File: config.mk
export PLATFORM = sky130hd
export DESIGN_NAME = bir_axis
export DESIGN_NICKNAME = d
export VERILOG_FILES = /design/src/design/bir_pkg.sv /design/src/design/bir_axis.sv
export SDC_FILE = /design/constraint.sdc
export NUM_CORES = 1
export LEC_CHECK = 0
export BUFFER_PORTS_ARGS = -buffer_cell sky130_fd_sc_hd__clkbuf_2
export CORE_MARGIN = 10
export CORE_UTILIZATION = 60
export CTS_CLUSTER_SIZE = 30
export DETAILED_ROUTE_END_ITERATION = 6
export PLACE_DENSITY = 0.79
export SYNTH_ARGS = -nofsm -noshare
export SYNTH_HDL_FRONTEND = slang
export SYNTH_SLANG_ARGS = --single-unit
File: constraint.sdc
create_clock -name clk -period 9.1 [get_ports clk]
set_clock_uncertainty 0.15 [all_clocks]
set_input_delay 0.455 -clock clk [delete_from_list [all_inputs] [get_ports clk]]
set_output_delay 0.455 -clock clk [all_outputs]
set_load 0.005 [all_outputs]
File: src/design/bir_pkg.sv
package bir_pkg;

    // field and register widths
    localparam int COORD_W   = 10;
    localparam int PIX_W     = 16;
    localparam int RATIO_W   = 24;
    localparam int FRAC_BITS = 16;
    localparam int DIM_REG_W = 9;
    localparam int BOUND_W   = 11;
    localparam int CFG_W     = 24;
    localparam int CFG_IDX_W = 3;

    // opcodes
    localparam logic OP_LOAD    = 1'b0;
    localparam logic OP_REQUEST = 1'b1;

    // register indexes
    localparam logic [CFG_IDX_W-1:0] REG_IN_WIDTH     = 3'd0;
    localparam logic [CFG_IDX_W-1:0] REG_IN_HEIGHT    = 3'd1;
    localparam logic [CFG_IDX_W-1:0] REG_COL_RATIO    = 3'd2;
    localparam logic [CFG_IDX_W-1:0] REG_ROW_RATIO    = 3'd3;
    localparam logic [CFG_IDX_W-1:0] REG_CORNER_ALIGN = 3'd4;
    localparam logic [CFG_IDX_W-1:0] REG_OFFSET_MODE  = 3'd5;
    localparam logic [CFG_IDX_W-1:0] REG_COL_BOUND    = 3'd6;
    localparam logic [CFG_IDX_W-1:0] REG_ROW_BOUND    = 3'd7;

    // register reset values
    localparam logic [DIM_REG_W-1:0] RST_DIM   = 9'd256;
    localparam logic [RATIO_W-1:0]   RST_RATIO = 24'd65536;
    localparam logic [BOUND_W-1:0]   RST_BOUND = 11'd1024;

    typedef enum logic [3:0] {
        ST_IDLE,
        ST_MAP,
        ST_TAP,
        ST_RD0,
        ST_RD1,
        ST_RD2,
        ST_RD3,
        ST_CAP,
        ST_HORZ,
        ST_VERT,
        ST_OUT
    } state_t;

    typedef struct packed {
        logic [3:0] ld;     // capture p00, p01, p10, p11
        logic       h_en;
        logic       v_en;
    } blend_ctrl_t;

endpackage

File: src/design/bir_axis.sv
module bir_axis #(
    parameter int MAX_IN_DIM = 256,
    parameter int DIM_W      = 8
) (
    input  logic                          clk,
    input  logic                          map_en,
    input  logic                          tap_en,
    input  logic [bir_pkg::COORD_W-1:0]   d,
    input  logic [bir_pkg::RATIO_W-1:0]   ratio,
    input  logic                          direct,
    input  logic [bir_pkg::DIM_REG_W-1:0] dim,
    input  logic [bir_pkg::BOUND_W-1:0]   bound,
    output logic [DIM_W-1:0]              t0,
    output logic [DIM_W-1:0]              t1,
    output logic [bir_pkg::FRAC_BITS-1:0] frac
);
    import bir_pkg::*;

    localparam int MUL_W  = COORD_W + 1;
    localparam int PROD_W = RATIO_W + MUL_W;
    localparam int INT_W  = PROD_W - FRAC_BITS;
    localparam int DIMC_W = (DIM_W + 1 > DIM_REG_W) ? DIM_W + 1 : DIM_REG_W;
    localparam logic [PROD_W-1:0] ONE_Q = PROD_W'(1) << FRAC_BITS;

    logic [MUL_W-1:0]     mul_op;
    logic [PROD_W-1:0]    prod_next, prod_reg;
    logic [PROD_W-1:0]    src;
    logic [INT_W-1:0]     s;
    logic [INT_W:0]       s_inc;
    logic [DIMC_W-1:0]    dim_ext, last_full;
    logic [DIM_W-1:0]     last;
    logic                 past;
    logic [DIM_W-1:0]     t0_next, t1_next, t0_reg, t1_reg;
    logic [FRAC_BITS-1:0] frac_next, frac_reg;

    // half-pixel mode multiplies by 2d+1 and halves afterwards
    assign mul_op    = direct ? {1'b0, d} : {d, 1'b1};
    assign prod_next = PROD_W'(ratio) * PROD_W'(mul_op);

    always_ff @(posedge clk)
    begin
        if (map_en)
        begin
            prod_reg <= prod_next;
        end
    end

    always_comb
    begin
        if (direct)
        begin
            src = prod_reg;
        end
        else if (prod_reg > ONE_Q)
        begin
            src = (prod_reg - ONE_Q) >> 1;
        end
        else
        begin
            src = '0;
        end
    end

    assign s         = src[PROD_W-1:FRAC_BITS];
    assign frac_next = src[FRAC_BITS-1:0];
    assign s_inc     = {1'b0, s} + (INT_W + 1)'(1);

    // last column or row, with the size register clamped to 1..MAX_IN_DIM
    assign dim_ext = DIMC_W'(dim);
    always_comb
    begin
        if (dim == '0)
        begin
            last_full = '0;
        end
        else if (dim_ext >= DIMC_W'(MAX_IN_DIM))
        begin
            last_full = DIMC_W'(MAX_IN_DIM - 1);
        end
        else
        begin
            last_full = dim_ext - DIMC_W'(1);
        end
    end
    assign last = last_full[DIM_W-1:0];

    assign past = BOUND_W'(d) >= bound;

    always_comb
    begin
        if (past)
        begin
            t0_next = last;
            t1_next = last;
        end
        else
        begin
            t0_next = (s < INT_W'(last)) ? s[DIM_W-1:0] : last;
            t1_next = (s_inc < (INT_W + 1)'(last)) ? s_inc[DIM_W-1:0] : last;
        end
    end

    always_ff @(posedge clk)
    begin
        if (tap_en)
        begin
            t0_reg   <= t0_next;
            t1_reg   <= t1_next;
            frac_reg <= frac_next;
        end
    end

    assign t0   = t0_reg;
    assign t1   = t1_reg;
    assign frac = frac_reg;

endmodule

==> reports/metrics.csv <==
metric,value,unit
antenna_found_initial,0,
cts_tree,done,
routed_wl,30.6,mm
yosysSeqAreaShare,15.9,%
finalMaxSlewViolations,0,
finalCritPeriodShare,84.8,%
rows,53,
overflow,0,
p_clk_share,7.4,%
largest_reg_flops,35,
cts.path.max_buffers,2,
synthTopCellsByArea,"fa_1 (31%), edfxtp_1 (16%), ha_1 (10%), inv_1 (7.6%), nand2_1 (6.7%)",
powerDensity,381,mW/mm²
io-pin-count,90,
cts_resized,0,
rsz0062_at_grt,no,
tightestPinTransition,1.00,ns
critPathLaunchType,input pin,
cellInternalPower,2.61,mW
tns,0,ns
die_area,0.0272,mm²
synth_top_cell_by_area,fa_1,
place_congestion,0.917,
final_util,64.8,%
pwr-share-seq,14.9,%
power_switching,2.55,mW
p_leak,6.55,nW
drv_cap,0,
drt_iter0_markers,756,
via_per_inst,5.83,
grt_start_max_net_pins,46,
netlist-cell-type-count,72,
yosysWarnings,0,
syn_inst,1404,
clock-sinks,67,
layout_min_cycle_time,7.72,ns
cts_inserted_buffers,9,
p_comb_share,77.7,%
crit_required,9.03,ns
vias,10000,
cp_data_arrival_time,7.65,ns
post_cts_buffers,0,
area_growth,7.12,%
ir_worst_vdd,0.291,mV
end_kind,flip-flop,
cts-root-buf,clkbuf_16,
cts.clk_slew.worst_paths,0.06,ns
insertion_delay,0.34,ns
core,0.0209,mm²
fmax,130,MHz
drc,0,
initial_utilization,60.4,%
maxSlewHeadroom,33.1,%
synth_edf_count,67,
chipWidth,165,µm
setup-violations-final,0,
drive_above_1_share,9.74,%
wl_per_cell,17.8,µm
hold-worst-slack,0.427,ns
outcome,"finished, final reports clean",
hold_viol,0,
netSwitchingFraction,49.4,%
synth_top_area_share,31.2,%
port-buffer-count,89,
hold_path.class,reg2reg,
die_y,165,µm
grt_usage,23.2,%
ys_seq_elements,67,
dpl.hpwl,23.7,mm
antenna_cells,0,
grt_first_pass_wirelength,51.2,mm
worstPathMaxFanout,37,
ant_nets,0,
syn_nets,1760,
crit_type,in2reg,
async_flop_share,0,%
syn_avg_cell_area,8.99,µm²
syn_area,0.0126,mm²
ctsHoldBuffers,0,
first_pass_iters,6,
htreeDepth,3,
synthFlopType,edfxtp_1,
grt_pass1_vias,10500,
fin_nets,1799,
## metrics by stage
step	instances	instance area (µm²)	setup WS (ns)	power (mW)
after CTS	1723	13500	1.39	5.13
after detailed placement	1707	13200	1.07	4.71
after global routing	1723	13500	0.932	5.75
after global placement	1707	13200	1.27	4.61
after floorplan	1404	12600	0.626	3.83
final	1723	13500	1.38	5.16
## synth_stat cells (4+ instances only)
library cell,number
a211oi_1,4
nand2b_1,8
and3_1,6
nand3_1,11
a21o_1,19
mux2i_1,16
nand4_1,9
o31ai_1,8
a211o_1,4
or4_1,6
or3_1,11
nand2_1,224
nor2b_1,6
nor3_1,13
edfxtp_1,67
o21bai_1,4
xor2_1,11
or2_2,4
a31oi_1,10
o21a_1,5
inv_1,255
mux2_2,9
fa_1,197
ha_1,101
nor2_1,30
o211ai_1,4
a21oi_1,42
nor4_1,13
o21ai_0,42
buf_1,4
clkbuf_1,59
xnor2_1,35
and2_1,107
## power groups by stage
stage	Clock [mW]	Combinational (mW)	Sequential [mW]
3_3_place_gp	0	3.85	0.764
6_report	0.380	4.01	0.771
5_1_grt	0.392	4.58	0.783
3_5_place_dp	0	3.94	0.769
4_1_cts	0.381	3.99	0.765
2_1_floorplan	0	3.11	0.725
## cells by family (layout without fill, tap and decap cells)
logic type,after synthesis,after routing,synth area share [%]
flops,67,67,15.9
mux,25,25,2.07
simple gates,468,468,18.6
xor+xnor,46,46,3.19
buf+inv,321,365,9.56
fa+ha+maj,298,298,41.2
compound gates,179,179,9.43
## worst paths after layout
check             cells after the start          from      endpoint  slack (ns)
setup reg to reg                     16  prod_reg[22]         t1[1]        3.60
hold reg to reg                       2   prod_reg[0]       frac[0]        0.43
setup / recovery                     22        direct  prod_reg[34]        1.38
hold / removal                        2   prod_reg[0]       frac[0]        0.43
## layout make-up
type / count / area [µm²]
clock inverters: 7 / 101
flip-flops and latches: 67 / 2010
inverters: 256 / 961
multi-input cells: 1016 / 9410
well taps: 275 / 344
clock buffers: 9 / 225
repair buffers: 93 / 475
fillers: 1700 / 7360
## routing by layer
| metal | share of wire (%) | wire (µm) | GRT usage [%] |
|---|---|---|---|
| met2 | 49 | 15000 | 39.7 |
| met4 | 2.8 | 863 | 7.05 |
| met3 | 7.8 | 2370 | 3.42 |
| met5 | 0 | 0 | 0 |
| met1 | 40 | 12300 | 29.8 |
## placed cells by master, fill, tap and decap left out, types with 4 or more instances in the layout
cell,count
o21a_1,5
fa_1,197
nor3_1,13
a211oi_1,4
nor4_1,13
clkbuf_2,89
or2_2,4
xnor2_1,35
nand2_1,224
buf_4,4
inv_1,255
mux2_2,9
o21bai_1,4
xor2_1,11
nand3_1,11
and3_1,6
a21o_1,19
o211ai_1,4
a21oi_1,42
or4_1,6
nand4_1,9
edfxtp_1,67
o21ai_0,41
nor2_1,30
nor2b_1,6
nand2b_1,8
and2_1,107
o31ai_1,8
a31oi_1,10
or3_1,11
a211o_1,4
clkbuf_16,9
ha_1,101
mux2i_1,16
## worst max-delay path, stage by stage
cell and delay, ns:
clkbuf_2 0.56, mux2_2 0.68, nand2_1 0.16, fa_1 0.55
fa_1 0.44, fa_1 0.49, inv_1 0.06, fa_1 0.54
inv_1 0.06, fa_1 0.52, inv_1 0.04, ha_1 0.33
o21a_1 0.13, o21a_1 0.19, or2_2 0.29, a41o_1 0.27
a21oi_1 0.41, o211ai_1 0.19, a2111oi_0 0.78, o31ai_1 0.18
a21oi_1 0.20, xnor2_1 0.08
Power figures use the tool's default switching activity.
